<file path="src/rtl/sflr_pkg.sv">
`timescale 1ns / 1ps

package sflr_pkg;

    // Ring geometry.
    localparam int FIFO_DEPTH = 4096;
    localparam int ADDR_W     = (FIFO_DEPTH > 1) ? $clog2(FIFO_DEPTH) : 1;
    localparam int CNT_W      = $clog2(FIFO_DEPTH + 1);

    // Fixed field widths.
    localparam int CMD_W    = 2;
    localparam int SAMPLE_W = 16;
    localparam int FRAME_W  = 2 * SAMPLE_W;
    localparam int PHASE_W  = 24;
    localparam int FRAC_W   = 16;
    localparam int POS_W    = PHASE_W - FRAC_W;
    localparam int WHOLE_W  = POS_W + 1;
    localparam int STEP_W   = 24;
    localparam int QCNT_W   = 13;
    localparam int UCNT_W   = 32;
    localparam int TCNT_W   = 32;
    localparam int PCNT_W   = 40;
    localparam int PROD_W   = 2 * (SAMPLE_W + 1);

    // Decoupling queue between the front and back parts.
    localparam int QUEUE_DEPTH = 4;
    localparam int QPTR_W      = $clog2(QUEUE_DEPTH);
    localparam int QFILL_W     = $clog2(QUEUE_DEPTH + 1);

    // Configuration port.
    localparam int APB_ADDR_W = 4;
    localparam int APB_DATA_W = 32;

    localparam logic [STEP_W-1:0] STEP_RESET = STEP_W'(65536);

    typedef enum logic [CMD_W-1:0] {
        CMD_PUSH  = 2'd0,
        CMD_MIX   = 2'd1,
        CMD_FLUSH = 2'd2,
        CMD_NOP   = 2'd3
    } cmd_t;

    typedef enum logic [1:0] {
        REG_ENABLED = 2'd0,
        REG_PAUSED  = 2'd1,
        REG_STEP    = 2'd2
    } reg_idx_t;

    typedef struct packed {
        logic              enabled;
        logic              paused;
        logic [STEP_W-1:0] step_ratio;
    } cfg_t;

    // Everything the back part needs, decided by the front part.
    typedef struct packed {
        logic                       lerp;
        logic                       accepted;
        logic                       underrun;
        logic [FRAC_W-1:0]          frac;
        logic signed [SAMPLE_W-1:0] mix_l;
        logic signed [SAMPLE_W-1:0] mix_r;
        logic [QCNT_W-1:0]          queued_count;
        logic [UCNT_W-1:0]          underrun_total;
        logic [TCNT_W-1:0]          ticks_total;
        logic [PCNT_W-1:0]          pushed_total;
    } info_t;

    typedef struct packed {
        info_t              info;
        logic [FRAME_W-1:0] frame_a;
        logic [FRAME_W-1:0] frame_b;
    } rec_t;

endpackage

</file>
<file path="src/rtl/sflr_cfg.sv">
`timescale 1ns / 1ps

module sflr_cfg import sflr_pkg::*; (
    input  logic                  clk,
    input  logic                  rst_n,
    input  logic                  psel,
    input  logic                  penable,
    input  logic                  pwrite,
    input  logic [APB_ADDR_W-1:0] paddr,
    input  logic [APB_DATA_W-1:0] pwdata,
    output logic [APB_DATA_W-1:0] prdata,
    output logic                  pready,
    output cfg_t                  cfg
);

    cfg_t     cfg_reg;
    cfg_t     cfg_next;
    reg_idx_t idx;
    logic     wr_en;

    assign pready = 1'b1;
    assign idx    = reg_idx_t'(paddr[3:2]);
    assign wr_en  = psel && penable && pwrite;
    assign cfg    = cfg_reg;

    always_comb
    begin
        cfg_next = cfg_reg;
        if (wr_en)
        begin
            case (idx)
                REG_ENABLED: cfg_next.enabled    = pwdata[0];
                REG_PAUSED:  cfg_next.paused     = pwdata[0];
                REG_STEP:    cfg_next.step_ratio = pwdata[STEP_W-1:0];
                default:     cfg_next = cfg_reg;
            endcase
        end
    end

    always_comb
    begin
        unique case (idx)
            REG_ENABLED: prdata = APB_DATA_W'(cfg_reg.enabled);
            REG_PAUSED:  prdata = APB_DATA_W'(cfg_reg.paused);
            REG_STEP:    prdata = APB_DATA_W'(cfg_reg.step_ratio);
            default:     prdata = '0;
        endcase
    end

    always_ff @(posedge clk or negedge rst_n)
    begin
        if (!rst_n)
        begin
            cfg_reg.enabled    <= 1'b0;
            cfg_reg.paused     <= 1'b1;
            cfg_reg.step_ratio <= STEP_RESET;
        end
        else
        begin
            cfg_reg <= cfg_next;
        end
    end

endmodule

</file>
<file path="config.mk">
export PLATFORM = sky130hd
export DESIGN_NAME = sflr_cfg
export DESIGN_NICKNAME = d
export VERILOG_FILES = /design/src/rtl/sflr_pkg.sv /design/src/rtl/sflr_cfg.sv
export SDC_FILE = /design/constraint.sdc
export NUM_CORES = 1
export LEC_CHECK = 0
export BUFFER_PORTS_ARGS = -buffer_cell sky130_fd_sc_hd__buf_2
export CAP_MARGIN = 10
export CORE_AREA = 10 10 83 64
export CTS_CLUSTER_SIZE = 30
export DETAILED_ROUTE_END_ITERATION = 10
export DIE_AREA = 0 0 93 74
export PLACE_DENSITY = 0.74
export RECOVER_POWER = 25
export SLEW_MARGIN = 20
export SYNTH_ARGS = -nofsm -noshare
export SYNTH_HDL_FRONTEND = slang
export SYNTH_SLANG_ARGS = --single-unit
</file>
<file path="constraint.sdc">
create_clock -name clk -period 0.8 [get_ports clk]
set_clock_uncertainty 0.05 [all_clocks]
set_input_delay 0.08 -clock clk [delete_from_list [all_inputs] [get_ports clk]]
set_output_delay 0.08 -clock clk [all_outputs]
set_load 0.01 [all_outputs]
</file>
==> summary.txt <==
Clock network
  – Clk_lat worst skew: 260 ps
  – # hold bufs at CTS: 1
  – CTS Buffer Depth: 2
  – CTS tree: yes
  – Total CTS buffers: 3
  – CTS H-Tree Depth: 1
  – Register clock-pin slew on the reported worst setup and hold paths: 90 ps
  – Clock root cell: clkbuf_8
  – Sink Count: 26

Layout
  – Non-filler cells, final: 257
  – Final net count: 247
  – Diodes inserted: 0
  – Synthesis-to-finish area growth: 80.0%
  – Filler cells: 320
  – Share of cells above drive strength 1: 70.7%
  – Post-layout util: 60.4%
  – Number of flip-flops in the largest register: 26
  – Final instance area: 2270 µm²

Power and ir drop
  – Int Pwr: 3.53 mW
  – Static leakage power: 1.21 nW
  – Net Sw Frac: 27.5%
  – Power per cell area: 2150 nW/µm²
  – Max VDD drop: 1.40 mV
  – Gate power share: 39.6%
  – Flop pwr share: 38.4%
  – Clock power share: 22.0%
  – Psw: 1.34 mW
  – Total Power: 4.88 mW

Global route
  – Total track usage: 12.1%
  – Antenna violations before repair: 0
  – Gr ovfl total: 0
  – First-pass GRT wire length: 6660 µm
  – Largest net degree at the start of global routing: 21
  – Vias in the first global route: 1,302

Hold path
  – HP Class: input pin to flop

Floorplanning
  – Die X: 93 µm
  – Die outline height: 74 µm
  – Initial Util: 33.6%
  – Die area: 6880 µm²
  – Core ar.: 3760 µm²
  – Row count: 19
  – Boundary Pins: 100

Status
  – Status: complete, but fails checks
  – Failing checks: negative hold slack, negative setup slack

STA
  – Tmin final: 1260 ps
  – Setup tns final: -15,300 ps
  – WHS: -14.3 ps
  – Max-slew violations: 0
  – Fmax: 0.791 GHz
  – Worst setup margin: -464 ps
  – Final setup vio count: 76
  – RSZ-0062 raised after global routing: true
  – Tcrit/Tclk final: 158%
  – Final hold vios: 19

Worst setup path
  – Worst setup SP type: flop
  – Kind of critical path: flop to primary output
  – Worst-path fanout max: 2
  – Worst Path Required: 670 ps
  – CP Capture Type: primary output
  – Arrival time worst endpoint: 1130 ps

Placement
  – Routability Congestion: 0.679
  – Placed cell areas: 1760 µm²
  – Hpwl dp: 2880 µm
  – Port-buffer cells: 80
  – DP Cell Count: 233

Yosys
  – Seq/Total Area, Yosys: 51.8%
  – Distinct cells, synth: 17
  – Cells after synthesis: 98
  – Mean area per synthesized cell: 12.9 µm²
  – Synth top area cells: dfrtp_1, mux2_2, and2_1, buf_4, dfstp_2
  – Largest area contributor in the netlist: dfrtp_1
  – YS warnings: 0
  – Top cell type's share of synthesized area: 47.6%
  – Netlist Area Pre-Place: 1260 µm²
  – Seq cells post-synth: 26

Routing
  – Antenna Nets Post-Route: 0
  – DR vias: 1,105
  – Final wirelength: 4250 µm
  – Routed len/inst: 16.5 µm
  – Pre-antenna DRT Iters: 3
  – Initial DRC count: 21
  – DRC: 0
  – Avg Vias per Cell: 4.30

Job
  – Max-cap violations: 0
==> path summary, 6_finish.rpt <==
kind | from | end | slack, ps | depth (start not counted)
max in group asynchronous | rst_n | cfg[11] | 100 | 3
hold reg to reg | cfg[23] | cfg[23] | 490 | 1
setup reg to reg | cfg[3] | cfg[3] | -250 | 3
hold / removal | pwdata[13] | cfg[13] | -10 | 2
setup / recovery | cfg[24] | prdata[0] | -460 | 3
min in group asynchronous | rst_n | cfg[15] | 210 | 2
==> cells in the mapped netlist <==
cell / instances
dfrtp_1: 24
mux2_2: 24
and2_1: 23
buf_4: 9
buf_6: 2
clkbuf_1: 2
conb_1: 2
dfstp_2: 2
mux2_1: 2
mux2i_1: 1
nand2_1: 1
nand3_2: 1
nor2b_1: 1
nor3_1: 1
nor3b_1: 1
nor3b_4: 1
o21ai_0: 1
==> worst max-delay path, stage by stage, from the launching register on <==
cell     delay [ps]
dfstp_2         540
mux2i_1          70
o21ai_1         110
buf_2           150
==> area by class of cell <==
cell class | instances | area (µm²) | area share [%]
Tap cell | 52 | 65.1 | 2.87
Timing Repair Buffer | 109 | 831 | 36.6
Multi-Input combinational cell | 66 | 649 | 28.6
Clock inverter | 1 | 30.0 | 1.32
Sequential cell | 26 | 653 | 28.8
Clock buffer | 3 | 41.3 | 1.82
==> metrics by stage <==
stage / hold slack (ps) / worst slack [ps]
floorplan: -266 / -360
global placement: -56.4 / -418
detailed placement: -55.4 / -459
CTS: -24.7 / -483
global route: -30.1 / -545
finish: -14.3 / -464
==> cells by family after synthesis <==
kind of cell           share of synthesized area, %
AO/OA/AOI/OAI                                 0.396
flip-flops                                     51.8
other                                         0.595
buffers and inverters                          7.74
AND/OR/NAND/NOR                                15.5
multiplexers                                   24.0
==> layout by cell type, fill, tap and decap left out, drive strengths merged <==
cell type,n
buf,107
mux2,26
dfrtp,24
and2,23
conb,9
clkbuf,4
dfstp,2
nor3b,2
nor2b,1
mux2i,1
nand2,1
o21ai,1
nand3,1
nor3,1
bufinv,1
dlygate4sd3,1
==> layer usage <==
| metal | part of all wire, % | track usage [%] | vias to the layer above |
|---|---|---|---|
| met5 | 0 | 0 | - |
| met4 | 0.28 | 2.05 | 0 |
| met3 | 10 | 6.23 | 2 |
| met2 | 49 | 20.5 | 50 |
| met1 | 40 | 13.6 | 531 |
| li1 | - | - | 522 |
==> what timing repair did <==
action | CTS | global route
pin swaps | 0 | 2
resized for setup | 37 | 18
endpoints found under the hold margin | 49 | 21
cloned | 3 | 0
setup buffers | 6 | 11
endpoints found under the setup margin | 76 | 76
==> power by group through the flow <==
stage / clock (mW) / sequential [mW] / combinational, mW
floorplan: 0 / 1.99 / 0.487
global placement: 0 / 1.86 / 1.25
detailed placement: 0 / 1.87 / 1.28
CTS: 1.11 / 1.86 / 1.61
global route: 1.15 / 1.91 / 2.08
finish: 1.07 / 1.87 / 1.93
Note: power is estimated with default switching activity, not from simulation.
