File: config.mk
export PLATFORM = sky130hd
export DESIGN_NAME = sflr_back_flat
export DESIGN_NICKNAME = d
export VERILOG_FILES = /design/src/rtl/sflr_pkg.sv /design/src/rtl/sflr_if.sv /design/src/rtl/sflr_back.sv /design/src/flat_wrapper.sv
export SDC_FILE = /design/constraint.sdc
export NUM_CORES = 2
export LEC_CHECK = 0
export BUFFER_PORTS_ARGS = -buffer_cell sky130_fd_sc_hd__buf_4
export CAP_MARGIN = 20
export CORE_MARGIN = 2
export CORE_UTILIZATION = 55
export DETAILED_ROUTE_END_ITERATION = 16
export GPL_ROUTABILITY_DRIVEN = 0
export GPL_TIMING_DRIVEN = 0
export PLACE_DENSITY_LB_ADDON = 0.12
export RECOVER_POWER = 50
export SYNTH_ARGS = -nofsm -noshare
export SYNTH_HDL_FRONTEND = slang
export SYNTH_SLANG_ARGS = --single-unit
File: constraint.sdc
create_clock -name clk -period 9.35 [get_ports clk]
set_clock_uncertainty 0.2 [all_clocks]
set_input_delay 0 -clock clk [delete_from_list [all_inputs] [get_ports clk]]
set_output_delay 0 -clock clk [all_outputs]
set_load 0.05 [all_outputs]
File: src/rtl/sflr_pkg.sv
`timescale 1ns / 1ps

package sflr_pkg;

    // Ring geometry.
    localparam int FIFO_DEPTH = 4096;
    localparam int ADDR_W     = (FIFO_DEPTH > 1) ? $clog2(FIFO_DEPTH) : 1;
    localparam int CNT_W      = $clog2(FIFO_DEPTH + 1);

    // Fixed field widths.
    localparam int CMD_W    = 2;
    localparam int SAMPLE_W = 16;
    localparam int FRAME_W  = 2 * SAMPLE_W;
    localparam int PHASE_W  = 24;
    localparam int FRAC_W   = 16;
    localparam int POS_W    = PHASE_W - FRAC_W;
    localparam int WHOLE_W  = POS_W + 1;
    localparam int STEP_W   = 24;
    localparam int QCNT_W   = 13;
    localparam int UCNT_W   = 32;
    localparam int TCNT_W   = 32;
    localparam int PCNT_W   = 40;
    localparam int PROD_W   = 2 * (SAMPLE_W + 1);

    // Decoupling queue between the front and back parts.
    localparam int QUEUE_DEPTH = 4;
    localparam int QPTR_W      = $clog2(QUEUE_DEPTH);
    localparam int QFILL_W     = $clog2(QUEUE_DEPTH + 1);

    // Configuration port.
    localparam int APB_ADDR_W = 4;
    localparam int APB_DATA_W = 32;

    localparam logic [STEP_W-1:0] STEP_RESET = STEP_W'(65536);

    typedef enum logic [CMD_W-1:0] {
        CMD_PUSH  = 2'd0,
        CMD_MIX   = 2'd1,
        CMD_FLUSH = 2'd2,
        CMD_NOP   = 2'd3
    } cmd_t;

    typedef enum logic [1:0] {
        REG_ENABLED = 2'd0,
        REG_PAUSED  = 2'd1,
        REG_STEP    = 2'd2
    } reg_idx_t;

    typedef struct packed {
        logic              enabled;
        logic              paused;
        logic [STEP_W-1:0] step_ratio;
    } cfg_t;

    // Everything the back part needs, decided by the front part.
    typedef struct packed {
        logic                       lerp;
        logic                       accepted;
        logic                       underrun;
        logic [FRAC_W-1:0]          frac;
        logic signed [SAMPLE_W-1:0] mix_l;
        logic signed [SAMPLE_W-1:0] mix_r;
        logic [QCNT_W-1:0]          queued_count;
        logic [UCNT_W-1:0]          underrun_total;
        logic [TCNT_W-1:0]          ticks_total;
        logic [PCNT_W-1:0]          pushed_total;
    } info_t;

    typedef struct packed {
        info_t              info;
        logic [FRAME_W-1:0] frame_a;
        logic [FRAME_W-1:0] frame_b;
    } rec_t;

endpackage

File: src/rtl/sflr_if.sv


interface sflr_out_if import sflr_pkg::*; ();
    logic                       valid;
    logic                       ready;
    logic                       accepted;
    logic signed [SAMPLE_W-1:0] mixed_left;
    logic signed [SAMPLE_W-1:0] mixed_right;
    logic                       underrun;
    logic [QCNT_W-1:0]          queued_count;
    logic [UCNT_W-1:0]          underrun_total;
    logic [TCNT_W-1:0]          ticks_total;
    logic [PCNT_W-1:0]          pushed_total;

    modport source (
        output valid, accepted, mixed_left, mixed_right, underrun, queued_count,
               underrun_total, ticks_total, pushed_total,
        input  ready
    );
    modport sink (
        input  valid, accepted, mixed_left, mixed_right, underrun, queued_count,
               underrun_total, ticks_total, pushed_total,
        output ready
    );
endinterface

File: src/rtl/sflr_back.sv
`timescale 1ns / 1ps

module sflr_back import sflr_pkg::*; (
    input  logic       clk,
    input  logic       rst_n,
    input  logic       q_valid,
    output logic       q_ready,
    input  rec_t       q_data,
    sflr_out_if.source out_ch
);

    typedef struct packed {
        info_t                      info;
        logic signed [SAMPLE_W-1:0] base_l;
        logic signed [SAMPLE_W-1:0] base_r;
        logic signed [PROD_W-1:0]   prod_l;
        logic signed [PROD_W-1:0]   prod_r;
    } mul_t;

    typedef struct packed {
        logic                       accepted;
        logic signed [SAMPLE_W-1:0] mixed_left;
        logic signed [SAMPLE_W-1:0] mixed_right;
        logic                       underrun;
        logic [QCNT_W-1:0]          queued_count;
        logic [UCNT_W-1:0]          underrun_total;
        logic [TCNT_W-1:0]          ticks_total;
        logic [PCNT_W-1:0]          pushed_total;
    } res_t;

    mul_t  mul_reg, mul_next;
    res_t  res_reg, res_next;
    logic  mul_valid_reg, out_valid_reg;
    logic  pop, out_adv;

    logic signed [SAMPLE_W-1:0] a_l, a_r, b_l, b_r;
    logic signed [SAMPLE_W:0]   diff_l, diff_r, frac_s;

    // Rounds the product to Q1.15, adds base and mix input, and saturates.
    function automatic logic signed [SAMPLE_W-1:0] mix_sat(
        input logic signed [SAMPLE_W-1:0] base,
        input logic signed [PROD_W-1:0]   prod,
        input logic signed [SAMPLE_W-1:0] mix
    );
        logic signed [PROD_W-1:0] rnd;
        logic signed [19:0]       sum;
        rnd = prod + PROD_W'(32768);
        sum = 20'($signed(rnd[PROD_W-1:FRAC_W])) + 20'(base) + 20'(mix);
        if (sum > 20'sd32767)
            return 16'sh7FFF;
        else if (sum < -20'sd32768)
            return 16'sh8000;
        else
            return sum[SAMPLE_W-1:0];
    endfunction

    assign out_adv = !out_valid_reg || out_ch.ready;
    assign q_ready = !mul_valid_reg || out_adv;
    assign pop     = q_valid && q_ready;

    assign a_l    = $signed(q_data.frame_a[SAMPLE_W-1:0]);
    assign a_r    = $signed(q_data.frame_a[FRAME_W-1:SAMPLE_W]);
    assign b_l    = $signed(q_data.frame_b[SAMPLE_W-1:0]);
    assign b_r    = $signed(q_data.frame_b[FRAME_W-1:SAMPLE_W]);
    assign diff_l = (SAMPLE_W+1)'(b_l) - (SAMPLE_W+1)'(a_l);
    assign diff_r = (SAMPLE_W+1)'(b_r) - (SAMPLE_W+1)'(a_r);
    assign frac_s = $signed({1'b0, q_data.info.frac});

    always_comb
    begin
        mul_next.info   = q_data.info;
        mul_next.base_l = a_l;
        mul_next.base_r = a_r;
        mul_next.prod_l = PROD_W'(diff_l) * PROD_W'(frac_s);
        mul_next.prod_r = PROD_W'(diff_r) * PROD_W'(frac_s);
    end

    always_comb
    begin
        res_next.accepted       = mul_reg.info.accepted;
        res_next.underrun       = mul_reg.info.underrun;
        res_next.queued_count   = mul_reg.info.queued_count;
        res_next.underrun_total = mul_reg.info.underrun_total;
        res_next.ticks_total    = mul_reg.info.ticks_total;
        res_next.pushed_total   = mul_reg.info.pushed_total;
        if (mul_reg.info.lerp)
        begin
            res_next.mixed_left  = mix_sat(mul_reg.base_l, mul_reg.prod_l,
                                           $signed(mul_reg.info.mix_l));
            res_next.mixed_right = mix_sat(mul_reg.base_r, mul_reg.prod_r,
                                           $signed(mul_reg.info.mix_r));
        end
        else
        begin
            res_next.mixed_left  = mul_reg.info.mix_l;
            res_next.mixed_right = mul_reg.info.mix_r;
        end
    end

    always_ff @(posedge clk or negedge rst_n)
    begin
        if (!rst_n)
        begin
            mul_valid_reg <= 1'b0;
            out_valid_reg <= 1'b0;
        end
        else
        begin
            if (q_ready)
                mul_valid_reg <= q_valid;
            if (out_adv)
                out_valid_reg <= mul_valid_reg;
        end
    end

    always_ff @(posedge clk)
    begin
        if (pop)
            mul_reg <= mul_next;
        if (out_adv && mul_valid_reg)
            res_reg <= res_next;
    end

    assign out_ch.valid          = out_valid_reg;
    assign out_ch.accepted       = res_reg.accepted;
    assign out_ch.mixed_left     = res_reg.mixed_left;
    assign out_ch.mixed_right    = res_reg.mixed_right;
    assign out_ch.underrun       = res_reg.underrun;
    assign out_ch.queued_count   = res_reg.queued_count;
    assign out_ch.underrun_total = res_reg.underrun_total;
    assign out_ch.ticks_total    = res_reg.ticks_total;
    assign out_ch.pushed_total   = res_reg.pushed_total;

endmodule

File: src/flat_wrapper.sv
// flat-port wrapper written by rule: the top's interface ports become plain ports
module sflr_back_flat import sflr_pkg::*;
  (clk, rst_n, q_valid, q_ready, q_data, out_ch_valid, out_ch_accepted, out_ch_mixed_left, out_ch_mixed_right, out_ch_underrun, out_ch_queued_count, out_ch_underrun_total, out_ch_ticks_total, out_ch_pushed_total, out_ch_ready);
  sflr_out_if out_ch_i ();
  input  logic clk;
  input  logic rst_n;
  input  logic q_valid;
  output logic q_ready;
  input  rec_t q_data;
  output wire logic [$bits(out_ch_i.valid)-1:0] out_ch_valid;
  output wire logic [$bits(out_ch_i.accepted)-1:0] out_ch_accepted;
  output wire logic [$bits(out_ch_i.mixed_left)-1:0] out_ch_mixed_left;
  output wire logic [$bits(out_ch_i.mixed_right)-1:0] out_ch_mixed_right;
  output wire logic [$bits(out_ch_i.underrun)-1:0] out_ch_underrun;
  output wire logic [$bits(out_ch_i.queued_count)-1:0] out_ch_queued_count;
  output wire logic [$bits(out_ch_i.underrun_total)-1:0] out_ch_underrun_total;
  output wire logic [$bits(out_ch_i.ticks_total)-1:0] out_ch_ticks_total;
  output wire logic [$bits(out_ch_i.pushed_total)-1:0] out_ch_pushed_total;
  input wire logic [$bits(out_ch_i.ready)-1:0] out_ch_ready;
  assign out_ch_valid = out_ch_i.valid;
  assign out_ch_accepted = out_ch_i.accepted;
  assign out_ch_mixed_left = out_ch_i.mixed_left;
  assign out_ch_mixed_right = out_ch_i.mixed_right;
  assign out_ch_underrun = out_ch_i.underrun;
  assign out_ch_queued_count = out_ch_i.queued_count;
  assign out_ch_underrun_total = out_ch_i.underrun_total;
  assign out_ch_ticks_total = out_ch_i.ticks_total;
  assign out_ch_pushed_total = out_ch_i.pushed_total;
  assign out_ch_i.ready = out_ch_ready;
  sflr_back u_core (.clk(clk), .rst_n(rst_n), .q_valid(q_valid), .q_ready(q_ready), .q_data(q_data), .out_ch(out_ch_i));
endmodule
==> results by group <==
Run status
  • Status: completed

Cells and area
  • Nets: around 5500
  • Share of layout cells above drive strength 1: 7.75%
  • Max FFs per register: between 200 and 250
  • Commonest non-fill, non-tap cells in the layout: inv_1, fa_1, edfxtp_1, dlygate4sd3_1, nand2_1
  • Area delta synth->final: 22.7%
  • Most common cell after layout, fill and taps aside: inv_1

Setup path
  • Crit path depth: 32
  • Slowest-stage cell, CP: o311ai_0
  • Worst path buffer plus inverter count: 8
  • Max FO, Critical Path: 10
  • WS Path Type: in -> reg
  • CP delay by family, top: adder cells
  • Worst setup EP type: register
  • CP most frequent cell: fa_1
  • Worst path required time: between 9000 and 10000 ps
  • Critical Path AT: 9110 ps
  • FF-to-FF path depth: 19
  • Critical Path Start Type: input port
  • Crit-path max cell delay: 790 ps

STA
  • Slew @ Worst Pin: 1160 ps
  • Final Slew Violations: 0
  • Fmax: 111 MHz
  • Min Tclk post-route: 9020 ps
  • Final hold vios: 0
  • Crit share post-route: 96.5%
  • Setup TNS: 0 ps
  • Slew HR: 22.4%
  • Final setup violation count: 0
  • Worst Slack Setup Final: 331 ps

Clock network
  • CTS root buf: clkbuf_16
  • Num CTS Buffers: 41
  • Worst skew pair latency: 550 ps
  • CTS Buffer Depth: 3
  • H-tree depth: 2
  • CTS tree: yes
  • Clock sink count: 375
  • CTS clk-pin slew, worst paths: about 60 ps

Detailed routing
  • Drt via density: 5.30
  • Vias post-DR: 28900
  • TritonRoute pass-1 iters: 5
  • WL final: approximately 100000 microns
  • Number of routed nets with antenna violations: 0
  • DR DRC count: 0
  • Wire per inst: ~19 microns
  • Iter 0 DRT Violations: around 2400

Min path
  • Worst hold path stage count: 2
  • Hold Path Class: in -> reg

Floorplanning
  • Starting Density: between 50% and 60%
  • Die width: roughly 270 microns
  • Row cnt: 96
  • Num ports: around 390
  • Die Y: between 200 and 300 microns
  • Core area: 68900 sq um
  • Die area: approximately 70000 sq um

GRT
  • Global Route Usage Sum: 29.4%
  • GRT overflow: 0
  • Antenna violations before repair: 3
  • Global-route wire length before repair: 162000 microns
  • Pin count of the biggest net entering global routing: 68
  • GRT met1 Usage: 39.7%
  • Grt peak-use layer: met2
  • GR met3 Demand/Resource: about 5.2%
  • M2 GR Usage: ~48%
  • Number of global-route vias before repair: around 30000

Placed design
  • Worst slack at placement: -654 ps
  • Port Buf Inserts: 386
  • Hpwl dp: 76200 microns

Run
  • Max-Cap Viols: 0

Synthesis
  • Ys flop type: edfxtp_1
  • Yosys top cell by area: fa_1
  • Post-synth EDFFs: 373
  • Netlist Area Pre-Place: 38400 sq um
  • Syn Inst Count: 3670
  • Synth unique cells: 83
  • Top cells by area, synth: fa_1, edfxtp_1, inv_1
  • Post-synth ARST share: 0.533%
  • Area share of the largest cell type after synthesis: 30.3%
  • Syn_area_per_cell: about 10 sq um
  • Synth Register Bits: 375
  • Synthesized Nets: 4729
  • Post-synthesis sequential area ratio: roughly 29%
  • Syn. warnings: 0
-- worst paths after layout --
path	start	to	slack, ps
setup / recovery	q_data[52]	u_core.mul_reg[32]	330
hold / removal	q_data[33]	u_core.mul_reg[85]	30
setup reg to reg	u_core.mul_reg[17]	u_core.out_ch.mixed_right[13]	4010
hold reg to reg	u_core.mul_reg[146]	u_core.out_ch.ticks_total[6]	210
max in group asynchronous	rst_n	u_core.out_ch.valid	8660
min in group asynchronous	rst_n	u_core.mul_valid_reg	140
-- Yosys cell counts (8+ instances only) --
cell type,count
fa_1,582
nor2b_1,74
a2bb2oi_1,17
o221ai_1,9
a211o_1,16
ha_1,241
a311oi_1,17
nor2_1,107
o311ai_0,8
nor4_1,12
nor3_1,35
nor3b_1,16
nand3_1,102
nand2_1,328
o21ai_0,38
clkbuf_1,133
and3_1,46
and2_1,197
a21oi_1,55
a211oi_1,25
xnor2_1,84
buf_2,10
maj3_1,9
xor2_1,54
nand2b_1,38
a21o_1,22
edfxtp_1,373
inv_1,866
o21ai_1,8
a31oi_1,10
o211ai_1,19
-- kinds of logic after synthesis --
logic type | share of synthesized area, %
adder cells (fa/ha/maj) | 38.4
flip-flops | 29.3
buffers and inverters | 10.0
multiplexers | 0.0781
XOR/XNOR | 3.19
AND/OR/NAND/NOR | 13.0
AO/OA/AOI/OAI | 6.05
-- per-stage QoR --
stage / area (sq um) / hold slack, ps / utilization [%] / cells
3_3_place_gp: 42500 / -416 / 61.6 / 4987
4_1_cts: 47600 / 1.11 / 69.1 / 5434
3_5_place_dp: 42700 / -413 / 61.9 / 4994
6_report: 47100 / 31.6 / 68.4 / 5440
2_1_floorplan: 38400 / -496 / - / 3670
5_1_grt: 47100 / 28.0 / 68.4 / 5438
-- worst register-to-register path: cells and delay by family (launching register included) --
kind | cells | cell delay, ps
AND/OR/NAND/NOR | 9 | 2300
adder cells (fa/ha/maj) | 2 | 890
AO/OA/AOI/OAI | 4 | 830
buffers and inverters | 3 | 420
flip-flops | 1 | 410
XOR/XNOR | 1 | 190
-- per-layer routing --
| metal | wire length, microns | share of wire [%] |
|---|---|---|
| met1 | 41400 | 40 |
| met2 | 49100 | 48 |
| met3 | 8610 | 8.4 |
| met4 | 3650 | 3.6 |
| met5 | 0 | 0 |
-- timing repair --
action | in CTS | in global routing
buffers inserted | 0 | 3
setup endpoints to repair | 4 | 20
endpoints found under the hold margin | 238 | 0
hold buffers | 372 | 0
resized for setup | 1 | 23
pin swaps | 0 | 3
-- final cells by class --
type                       instances  area [sq um]
antenna                            3          7.51
inverter                         867          3250
multi-input combinational       2276         23400
sequential                       375         11300
clock buffer                      50          1080
buffer                           152           608
fill                            5509         21800
timing repair buffer             768          6190
tap                              931          1160
clock inverter                    18           169
Power is left out: the tool's default activity adds up to more than one toggle a clock period on the data nets, which glitch-free logic cannot reach.
