[config.mk]
export PLATFORM = sky130hd
export DESIGN_NAME = sflr_queue
export DESIGN_NICKNAME = d
export VERILOG_FILES = /design/src/rtl/sflr_pkg.sv /design/src/rtl/sflr_queue.sv
export SDC_FILE = /design/constraint.sdc
export NUM_CORES = 1
export LEC_CHECK = 0
export BUFFER_PORTS_ARGS = -buffer_cell sky130_fd_sc_hd__buf_2
export CELL_PAD_IN_SITES_DETAIL_PLACEMENT = 0
export CELL_PAD_IN_SITES_GLOBAL_PLACEMENT = 1
export CORE_UTILIZATION = 37
export DETAILED_ROUTE_END_ITERATION = 6
export MAX_ROUTING_LAYER = met4
export PLACE_DENSITY_LB_ADDON = 0.1
export RECOVER_POWER = 50
export SYNTH_ARGS = -nofsm -noshare
export SYNTH_HDL_FRONTEND = slang
export SYNTH_SLANG_ARGS = --single-unit
[constraint.sdc]
create_clock -name clk -period 11.45 [get_ports clk]
set_input_delay 1.145 -clock clk [delete_from_list [all_inputs] [get_ports clk]]
set_output_delay 1.145 -clock clk [all_outputs]
set_load 0.01 [all_outputs]
[src/rtl/sflr_pkg.sv]
`timescale 1ns / 1ps

package sflr_pkg;

    // Ring geometry.
    localparam int FIFO_DEPTH = 4096;
    localparam int ADDR_W     = (FIFO_DEPTH > 1) ? $clog2(FIFO_DEPTH) : 1;
    localparam int CNT_W      = $clog2(FIFO_DEPTH + 1);

    // Fixed field widths.
    localparam int CMD_W    = 2;
    localparam int SAMPLE_W = 16;
    localparam int FRAME_W  = 2 * SAMPLE_W;
    localparam int PHASE_W  = 24;
    localparam int FRAC_W   = 16;
    localparam int POS_W    = PHASE_W - FRAC_W;
    localparam int WHOLE_W  = POS_W + 1;
    localparam int STEP_W   = 24;
    localparam int QCNT_W   = 13;
    localparam int UCNT_W   = 32;
    localparam int TCNT_W   = 32;
    localparam int PCNT_W   = 40;
    localparam int PROD_W   = 2 * (SAMPLE_W + 1);

    // Decoupling queue between the front and back parts.
    localparam int QUEUE_DEPTH = 4;
    localparam int QPTR_W      = $clog2(QUEUE_DEPTH);
    localparam int QFILL_W     = $clog2(QUEUE_DEPTH + 1);

    // Configuration port.
    localparam int APB_ADDR_W = 4;
    localparam int APB_DATA_W = 32;

    localparam logic [STEP_W-1:0] STEP_RESET = STEP_W'(65536);

    typedef enum logic [CMD_W-1:0] {
        CMD_PUSH  = 2'd0,
        CMD_MIX   = 2'd1,
        CMD_FLUSH = 2'd2,
        CMD_NOP   = 2'd3
    } cmd_t;

    typedef enum logic [1:0] {
        REG_ENABLED = 2'd0,
        REG_PAUSED  = 2'd1,
        REG_STEP    = 2'd2
    } reg_idx_t;

    typedef struct packed {
        logic              enabled;
        logic              paused;
        logic [STEP_W-1:0] step_ratio;
    } cfg_t;

    // Everything the back part needs, decided by the front part.
    typedef struct packed {
        logic                       lerp;
        logic                       accepted;
        logic                       underrun;
        logic [FRAC_W-1:0]          frac;
        logic signed [SAMPLE_W-1:0] mix_l;
        logic signed [SAMPLE_W-1:0] mix_r;
        logic [QCNT_W-1:0]          queued_count;
        logic [UCNT_W-1:0]          underrun_total;
        logic [TCNT_W-1:0]          ticks_total;
        logic [PCNT_W-1:0]          pushed_total;
    } info_t;

    typedef struct packed {
        info_t              info;
        logic [FRAME_W-1:0] frame_a;
        logic [FRAME_W-1:0] frame_b;
    } rec_t;

endpackage

[src/rtl/sflr_queue.sv]
`timescale 1ns / 1ps

module sflr_queue import sflr_pkg::*; (
    input  logic clk,
    input  logic rst_n,
    input  logic wr_valid,
    output logic wr_ready,
    input  rec_t wr_data,
    output logic rd_valid,
    input  logic rd_ready,
    output rec_t rd_data
);

    rec_t               slots [QUEUE_DEPTH];
    logic [QPTR_W-1:0]  wr_ptr_reg, rd_ptr_reg;
    logic [QFILL_W-1:0] fill_reg, fill_next;
    logic               do_wr, do_rd;

    assign wr_ready = fill_reg != QFILL_W'(QUEUE_DEPTH);
    assign rd_valid = fill_reg != '0;
    assign do_wr    = wr_valid && wr_ready;
    assign do_rd    = rd_valid && rd_ready;
    assign rd_data  = slots[rd_ptr_reg];

    always_comb
    begin
        fill_next = fill_reg;
        if (do_wr && !do_rd)
            fill_next = fill_reg + QFILL_W'(1);
        else if (do_rd && !do_wr)
            fill_next = fill_reg - QFILL_W'(1);
    end

    always_ff @(posedge clk or negedge rst_n)
    begin
        if (!rst_n)
        begin
            wr_ptr_reg <= '0;
            rd_ptr_reg <= '0;
            fill_reg   <= '0;
        end
        else
        begin
            if (do_wr)
                wr_ptr_reg <= wr_ptr_reg + QPTR_W'(1);
            if (do_rd)
                rd_ptr_reg <= rd_ptr_reg + QPTR_W'(1);
            fill_reg <= fill_next;
        end
    end

    always_ff @(posedge clk)
    begin
        if (do_wr)
            slots[wr_ptr_reg] <= wr_data;
    end

endmodule

==> results of run 1 <==
[kinds of logic (layout without fill, tap and decap cells)]
| family | Yosys count | count (layout) | share of synthesized area (%) |
|---|---|---|---|
| AO/OA/AOI/OAI | 1 | 1 | 0.0332 |
| XOR/XNOR | 6 | 6 | 0.155 |
| adder cells (fa/ha/maj) | 6 | 6 | 0.244 |
| buffers and inverters | 55 | 670 | 1.13 |
| flip-flops | 935 | 935 | 82.8 |
| multiplexers | 234 | 234 | 15.5 |
| other | 0 | 20 | 0 |
| AND/OR/NAND/NOR | 10 | 10 | 0.151 |
[cell usage in the layout (no fill, tap or decap), types with 5 or more instances in the layout]
cell and n:
diode_2 20, clkinv_2 18, clkbuf_1 252, ha_1 5, dfrtp_1 6, clkbuf_16 99, edfxtp_1 928, bufinv_16 10
clkinv_1 27, buf_4 13, mux4_2 232, buf_2 236
[per-stage QoR]
step	util [%]	cells	instance area [µm²]	worst slack (ns)	hold WS, ns
after global routing	44.7	3055	40400	4.79	0.371
after floorplan	-	1247	33900	4.10	0.493
after detailed placement	41.5	2857	37500	6.70	0.531
after CTS	45.0	3038	40600	5.96	0.266
final	44.7	3058	40400	5.38	0.391
after global placement	41.5	2857	37500	6.70	0.526
[layout make-up]
type / instances / area [µm²] / area share [%]
Antenna cell: 20 / 50.0 / 0.124
Clock buffer: 118 / 2550 / 6.31
Clock inverter: 63 / 576 / 1.43
Inverter: 3 / 11.3 / 0.0279
Multi-Input combinational cell: 257 / 5440 / 13.5
Sequential cell: 935 / 28000 / 69.5
Tap cell: 1176 / 1470 / 3.64
Timing Repair Buffer: 486 / 2230 / 5.53
[worst max-delay path, stage by stage]
cell and delay [ns]:
buf_2 0.07, a21boi_0 0.66, and2_0 3.34, buf_4 1.01
[power groups by stage]
stage	Sequential, mW	Clock [mW]	Combinational, mW
5_1_grt	4.82	3.30	3.29
3_3_place_gp	4.80	0	3.19
6_report	4.75	3.08	3.04
4_1_cts	4.75	3.18	3.18
3_5_place_dp	4.82	0	3.18
2_1_floorplan	4.85	0	2.00
[worst max-delay path by stage]
stage | from | to | depth (start not counted) | slack (ns)
floorplan | wr_valid | slots[0][0] | 2 | 4.10
global placement | rd_ptr_reg[1] | rd_data[89] | 4 | 6.70
detailed placement | rd_ptr_reg[1] | rd_data[29] | 4 | 6.70
CTS | rd_ptr_reg[1] | rd_data[29] | 4 | 5.96
global route | fill_reg[0] | slots[2][46] | 4 | 4.79
finish | wr_valid | slots[2][47] | 4 | 5.38
[metal layers]
metal,share of wire (%),wire (µm),vias to the layer above
li1,-,-,6569
met1,40,29600,7936
met2,49,36700,408
met3,8.3,6190,112
met4,2.5,1830,0
met5,0,0,-
==> impl_metrics.tcl, run 1 <==
set metrics [dict create \
    grt_first_pass_wirelength_um 110000 \
    grt_max_degree 137 \
    gp_congestion 0.736 \
    r2r-start "fill_reg[0]" \
    die_area_um2 92800 \
    slew_violations 208 \
    dr.pass1.iters 4 \
    ys_warn_count 0 \
    via_per_inst 4.91 \
    ant_nets 0 \
    netlist-cell-type-count 18 \
    synth.most_common_cell "edfxtp_1" \
    cts-root-buf "clkbuf_16" \
    fp.dieH_um 305 \
    seq_area_frac_synth_pct 82.8 \
    start_util_pct 37.5 \
    tns_ns 0 \
    fmax_mhz 165 \
    hold_class "in -> async" \
    grtUsageMet3_pct 6.28 \
    drc 0 \
    violations "max-capacitance violations, max-slew violations" \
    first_iter_violations 869 \
    yosysTopAreaCell "edfxtp_1" \
    cts_resized 0 \
    finalHoldViolCount 0 \
    synth_area_leaders "edfxtp_1 (82%), mux4_2 (15%), buf_6 (0.63%)" \
    drt-total-wl_um 74300 \
    synth_seq_cells 935 \
    vias 15025 \
    period_needed_ns 6.07 \
    end_kind "flop" \
    area_delta_synth_final_pct 19.2 \
    required_ns 11.72 \
    clk_latency_ns 0.66 \
    core-area_um2 90300 \
    finalPower_mw 10.9 \
    htree_num_levels 3 \
    crit_type "in -> reg" \
    syn_avg_cell_area_um2 27.2 \
    power_frac_clock_pct 28.3 \
    ir_drop_mv 0.185 \
    dp_hpwl_um 44500 \
    cts_buffers 99 \
    syn-num-nets 1489 \
    maxCapViolCount 5 \
    portBuffers 469 \
    holdBufCountCts 0 \
    p_sw_share_pct 29.6 \
    setup_viol 0 \
    outcome "finished, violations left" \
    clkSlewWorstSetupHoldPaths_ns 0.06 \
    synth_ff_type "edfxtp_1" \
    antenna_found_initial 18 \
    fillers 7808 \
    r2r_end "slots[2][47]" \
    rows 110 \
    grt-ovfl-total 0 \
    die_w_um 305 \
    synth_edf_count 928 \
    finalCritPeriodShare_pct 53.0 \
    arrival_ns 6.34 \
    fin_worst_skew_ns 0.0222 \
    p_int_mw 7.66 \
    gr-max-usage-layer "met2" \
    p_leak_nw 13.0 \
    final_nets 2024 \
    syn_area_um2 33900 \
    grt.met2_usage_pct 26.4 \
    start_kind "input port" \
    cts_tree "yes" \
    grt_pass1_vias 16171 \
    synth_top_cells_by_count "edfxtp_1 (928), mux4_2 (232), buf_2 (27)" \
    syn_inst 1247 \
    slew_headroom_pct -205 \
    yosysTopAreaCellShare_pct 82.3 \
    largest_register_ffs 928 \
    reg2regPathDepth 4 \
    crit_path_max_fanout 51 \
    seq_power_share_pct 43.7 \
    io_pins 470 \
    wl_per_cell_um 24.3 \
    power_density_nw_per_um2 269 \
    met1_usage_pct 19.9 \
    grt.total_usage_pct 16.7 \
    p_switching_mw 3.21 \
    r2r_slack_ns 5.41 \
    rsz0062_at_grt "no" \
    drive_above_1_share_pct 33.5 \
    async_flop_share_pct 0.749 \
    pwr-share-comb_pct 28.0 \
    tightest_slew_ns 4.57 \
    cts_setup_buffers 0 \
    ctsLongestPathBuffers 3 \
    clkSinkCount 935 \
]
Note: power is estimated with default switching activity, not from simulation.
==> run 2, diff against run 1 <==
--- a/config.mk
+++ b/config.mk
@@ -5,6 +5,7 @@
 export SDC_FILE = /design/constraint.sdc
 export NUM_CORES = 1
 export LEC_CHECK = 0
+export ABC_AREA = 1
 export BUFFER_PORTS_ARGS = -buffer_cell sky130_fd_sc_hd__buf_2
 export CELL_PAD_IN_SITES_DETAIL_PLACEMENT = 0
 export CELL_PAD_IN_SITES_GLOBAL_PLACEMENT = 1
==> constraint.sdc (replaced) <==
create_clock -name clk -period 5.7 [get_ports clk]
set_input_delay 0.57 -clock clk [delete_from_list [all_inputs] [get_ports clk]]
set_output_delay 0.57 -clock clk [all_outputs]
set_load 0.01 [all_outputs]
==> impl_metrics.tcl, run 2 <==
set metrics [dict create \
    synth_fa_ha_area_share_pct 0.221 \
    synthMuxAreaShare_pct 0 \
    crit_path_max_fanout 118 \
    drc 0 \
    grt.met2_usage_pct 29.6 \
    cp_num_cells 6 \
    slowest_stage "clkbuf_1" \
    cp_top_family "buffers and inverters" \
    dr.pass1.iters 5 \
    portBuffers 469 \
    fin_ws_ns 1.71 \
    synth_top_cells_by_count "edfxtp_1 (928), nand2_1 (714), inv_1 (477)" \
    seq_area_frac_synth_pct 75.1 \
    gp_congestion 0.760 \
    clkSlewWorstSetupHoldPaths_ns 0.06 \
    slew_headroom_pct -84.0 \
    mostFrequentLayoutCells "edfxtp_1 (928), nand2_1 (714), inv_1 (477)" \
    cts_buffers 104 \
    final_common_cell "edfxtp_1" \
    required_ns 5.98 \
    synth_seq_cells 935 \
    fin_hold_ws_ns 0.141 \
    ir_drop_mv 0.335 \
    end_kind "flop" \
    start_util_pct 37.3 \
    r2r_slack_ns 1.71 \
    hp-start "wr_data[24]" \
    synth_edf_count 928 \
    yosysTopAreaCellShare_pct 74.7 \
    htree_num_levels 3 \
    ys_warn_count 0 \
    clk_latency_ns 0.67 \
    grt.total_usage_pct 17.6 \
    cts-root-buf "clkbuf_16" \
    largest_register_ffs 928 \
    first_iter_violations 1098 \
    setup_viol 0 \
    critical_path.max_stage_delay_ns 1.65 \
    wl_per_cell_um 19.0 \
    drive_above_1_share_pct 12.6 \
    tns_ns 0 \
    reg2regPathDepth 6 \
    cp_cell_sequence "inv_1 -> nand3_1 -> nand2_1 -> nor2_4 -> clkbuf_1 -> buf_12" \
    die_w_um 320 \
    io_pins 470 \
    r2r_end "slots[3][62]" \
    synth.most_common_cell "edfxtp_1" \
    gr-max-usage-layer "met2" \
    rows 116 \
    clkSinkCount 935 \
    worstHoldEndpoint "slots[2][24]" \
    netlist-cell-type-count 17 \
    antenna_found_initial 26 \
    vias 21898 \
    arrival_ns 4.27 \
    ctsLongestPathBuffers 3 \
    cts_resized 0 \
    tightest_slew_ns 2.76 \
    synth_ff_type "edfxtp_1" \
    fin_worst_skew_ns 0.0197 \
    violations "max-capacitance violations, max-slew violations" \
    period_needed_ns 3.99 \
    hold_class "in -> reg" \
    syn_avg_cell_area_um2 13.5 \
    synth_xor_area_share_pct 0.0235 \
    p_leak_nw 16.8 \
    syn_area_um2 37300 \
    syn-num-nets 3008 \
    final_nets 3454 \
    dp.cells 4403 \
    maxCapViolCount 3 \
    yosys.area_share.simple_pct 7.33 \
    synth_area_leaders "edfxtp_1 (75%), o211ai_1 (9.3%), nand2_1 (7.2%)" \
    async_flop_share_pct 0.749 \
    core-area_um2 100000 \
    start_kind "flop" \
    dp_hpwl_um 50100 \
    grt_max_degree 197 \
    synth-compound-area-share_pct 9.35 \
    outcome "finished, violations left" \
    finalHoldViolCount 0 \
    die_area_um2 102000 \
    cts_tree "yes" \
    rsz0062_at_grt "no" \
    drt-total-wl_um 87600 \
    grt-ovfl-total 0 \
    met1_usage_pct 19.7 \
    grt_pass1_vias 21834 \
    grtUsageMet3_pct 5.46 \
    syn_inst 2766 \
    finalCritPeriodShare_pct 70.0 \
    dp_slack_ns 2.68 \
    via_per_inst 4.74 \
    yosysTopAreaCell "edfxtp_1" \
    fp.dieH_um 320 \
    final_cells 4619 \
    crit_buf_inv 3 \
    slew_violations 144 \
    power_density_nw_per_um2 535 \
    grt_first_pass_wirelength_um 131000 \
    min_path_cells 1 \
    fmax_mhz 251 \
    r2r-start "fill_reg[0]" \
    crit_type "reg -> reg" \
    ant_nets 0 \
    area_delta_synth_final_pct 16.9 \
    synth_top_family_by_area "compound AO/OA/AOI/OAI gates" \
]
==> run 2: changes by cell type after synthesis, moves of 35 or more <==
cell and change:
o211ai_1 +464, mux4_2 -232, clkbuf_1 +35, nand2_1 +712
inv_1 +474, buf_6 +43
==> run 2: layout make-up <==
class | instances | area, µm²
flip-flops and latches | 935 | 28000
clock buffers | 125 | 2770
fillers | 9140 | 56400
inverters | 479 | 1810
multi-input cells | 1198 | 6330
well taps | 1298 | 1620
diodes | 28 | 70.1
clock inverters | 62 | 568
repair buffers | 494 | 2400
==> run 2: through the flow <==
stage / power [mW] / utilization, % / cell area (µm²)
after global routing: 24.7 / 43.6 / 43600
after detailed placement: 17.2 / 40.5 / 40500
after CTS: 23.8 / 43.9 / 43900
after floorplan: 14.7 / - / 37300
final: 23.3 / 43.6 / 43600
after global placement: 17.1 / 40.5 / 40500
==> run 2: how the worst max path moves through the flow <==
stage | startpoint | end | slack, ns
CTS | rd_ptr_reg[1] | rd_data[226] | 1.92
floorplan | fill_reg[0] | slots[0][0] | -1.68
finish | fill_reg[0] | slots[3][62] | 1.71
detailed placement | rd_ptr_reg[1] | rd_data[226] | 2.68
global route | fill_reg[0] | slots[3][102] | 1.41
global placement | rd_ptr_reg[1] | rd_data[128] | 2.69
==> run 2: kinds of logic (layout without fill, tap and decap cells) <==
group | Yosys count | in the layout
AND/OR/NAND/NOR | 726 | 726
flip-flops | 935 | 935
XOR/XNOR | 1 | 1
other | 0 | 28
adder cells (fa/ha/maj) | 6 | 6
buffers and inverters | 633 | 1160
AO/OA/AOI/OAI | 465 | 465
==> run 2: per-layer routing <==
metal / vias to the layer above / share of wire, % / wire length, µm
li1: 10645 / - / -
met5: - / 0 / 0
met1: 10630 / 40 / 35200
met3: 141 / 6.7 / 5910
met4: 0 / 2.8 / 2470
met2: 482 / 50 / 44000
==> run 2: what timing repair did <==
action                                 4_1_cts  5_1_grt
setup buffers                                0        0
endpoints found under the hold margin        7        0
hold buffers                                 1        0
==> run 2: where the power goes <==
group	total [mW]	switching, mW	internal [mW]
registers	9.36	0.311	9.05
logic	7.46	5.23	2.24
clock network	6.51	2.62	3.88
total	23.3	8.16	15.2
==> run 2: worst reg2reg max path, stage by stage (launching register included) <==
cell	delay [ns]
dfrtp_1	0.41
inv_1	0.08
nand3_1	0.16
nand2_1	0.25
nor2_4	0.15
clkbuf_1	1.65
buf_12	0.65
==> run 3, diff against run 2 <==
--- a/config.mk
+++ b/config.mk
@@ -5,7 +5,7 @@
 export SDC_FILE = /design/constraint.sdc
 export NUM_CORES = 1
 export LEC_CHECK = 0
-export ABC_AREA = 1
+export ABC_AREA = 0
 export BUFFER_PORTS_ARGS = -buffer_cell sky130_fd_sc_hd__buf_2
 export CELL_PAD_IN_SITES_DETAIL_PLACEMENT = 0
 export CELL_PAD_IN_SITES_GLOBAL_PLACEMENT = 1
==> constraint.sdc (replaced) <==
create_clock -name clk -period 3.8 [get_ports clk]
set_input_delay 0.38 -clock clk [delete_from_list [all_inputs] [get_ports clk]]
set_output_delay 0.38 -clock clk [all_outputs]
set_load 0.01 [all_outputs]
==> impl_metrics.tcl, run 3 (synthesis results as in run 1) <==
set metrics [dict create \
    setup_viol 0 \
    via_per_inst 4.82 \
    pwr-share-comb_pct 29.4 \
    drc 0 \
    antenna_found_initial 12 \
    outcome "complete, no violations" \
    grt_first_pass_wirelength_um 112000 \
    arrival_ns 3.46 \
    first_iter_violations 858 \
    register_area_um2 28000 \
    hold_class "in -> async" \
    fillers 7617 \
    ctsLongestPathBuffers 3 \
    period_needed_ns 3.15 \
    final_common_cell "edfxtp_1" \
    die_w_um 305 \
    tns_ns 0 \
    p_int_mw 23.0 \
    finalCritPeriodShare_pct 83.0 \
    maxCapViolCount 0 \
    rsz0062_at_grt "no" \
    drive_above_1_share_pct 30.2 \
    final_nets 2273 \
    core-area_um2 90300 \
    ant_nets 0 \
    htree_num_levels 3 \
    clk_latency_ns 0.65 \
    cts_buffers 101 \
    cts_tree "yes" \
    reg2regPathDepth 4 \
    slew_headroom_pct 24.3 \
    grt.total_usage_pct 16.8 \
    dr.pass1.iters 6 \
    grt_pass1_vias 17525 \
    p_leak_nw 14.1 \
    p_switching_mw 9.75 \
    ir_drop_mv 0.406 \
    fp.dieH_um 305 \
    multi_input_area_um2 5450 \
    fin_worst_skew_ns 0.0132 \
    required_ns 4.11 \
    dp.cells 2870 \
    tightest_slew_ns 1.13 \
    clkSlewWorstSetupHoldPaths_ns 0.06 \
    vias 15886 \
    fmax_mhz 317 \
    area_delta_synth_final_pct 26.7 \
    grt-ovfl-total 0 \
    r2r_slack_ns 0.65 \
    start_kind "flop" \
    end_kind "flop" \
    r2r-start "fill_reg[0]" \
    dp_hpwl_um 44700 \
    die_area_um2 92800 \
    crit_type "reg -> reg" \
    dp_slack_ns 1.21 \
    cts-root-buf "clkbuf_16" \
    p_sw_share_pct 29.8 \
    start_util_pct 37.5 \
    gp_congestion 0.716 \
    io_pins 470 \
    drt-total-wl_um 75000 \
    wl_per_cell_um 22.7 \
    final_cells 3299 \
    finalHoldViolCount 0 \
    r2r_end "slots[1][161]" \
    power_frac_clock_pct 27.2 \
    crit_path_max_fanout 32 \
    fin_ws_ns 0.646 \
    largest_register_ffs 928 \
    rows 110 \
    slew_violations 0 \
    grt_max_degree 77 \
    cts_setup_buffers 0 \
    mostFrequentLayoutCells "edfxtp_1 (928), clkbuf_1 (259), buf_2 (235)" \
    portBuffers 469 \
    seq_power_share_pct 43.4 \
    power_density_nw_per_um2 764 \
    clkSinkCount 935 \
]
[run 3: worst max-delay path: stages (launching register included)]
cell	delay [ns]
dfrtp_1	0.43
nor2_1	0.08
a21boi_0	0.70
and2_2	1.02
buf_4	0.50
[run 3: worst max path at each step]
stage                                to  slack [ns]  cells past startpoint          start
after floorplan             slots[0][0]       -0.27                      3    fill_reg[0]
after global placement      rd_data[34]        1.21                      3  rd_ptr_reg[0]
after detailed placement    rd_data[44]        1.21                      3  rd_ptr_reg[0]
after CTS                   rd_data[44]        0.48                      3  rd_ptr_reg[0]
after global routing      slots[1][159]        0.27                      4    fill_reg[0]
final                     slots[1][161]        0.65                      4    fill_reg[0]
[run 3: metal layers]
layer | GRT usage, % | routed length, µm | up-vias
met2 | 27.0 | 37700 | 384
met3 | 4.67 | 4400 | 113
met1 | 20.9 | 31200 | 8342
met4 | 4.66 | 1710 | 0
met5 | - | 0 | -
li1 | - | - | 7047
[run 3: area by class of cell]
type | count | area share (%)
tap | 1176 | 3.43
inverter | 3 | 0.0262
antenna | 12 | 0.0700
multi-input combinational | 257 | 12.7
clock buffer | 127 | 6.17
timing repair buffer | 733 | 11.4
sequential | 935 | 65.4
clock inverter | 56 | 0.822
[run 3: per-stage QoR]
step / power (mW) / util (%) / area, µm² / hold WS (ns)
final: 32.8 / 47.5 / 42900 / 0.217
after global routing: 34.4 / 47.5 / 42900 / 0.188
after global placement: 24.3 / 41.9 / 37800 / 0.225
after CTS: 33.6 / 47.8 / 43200 / 0.0841
after floorplan: 20.3 / - / 33900 / 0.0844
after detailed placement: 24.3 / 41.9 / 37800 / 0.229
[run 3: power by group through the flow]
stage | clock [mW] | combinational (mW) | sequential, mW
after floorplan | 0 | 6.02 | 14.3
after global placement | 0 | 9.90 | 14.4
after detailed placement | 0 | 9.86 | 14.5
after CTS | 9.21 | 10.1 | 14.3
after global routing | 9.56 | 10.4 | 14.4
final | 8.90 | 9.64 | 14.2
[run 3: what timing repair did]
action	in CTS	in global routing
hold buffers	234	0
hold endpoints to repair	937	0
resized for setup	0	0
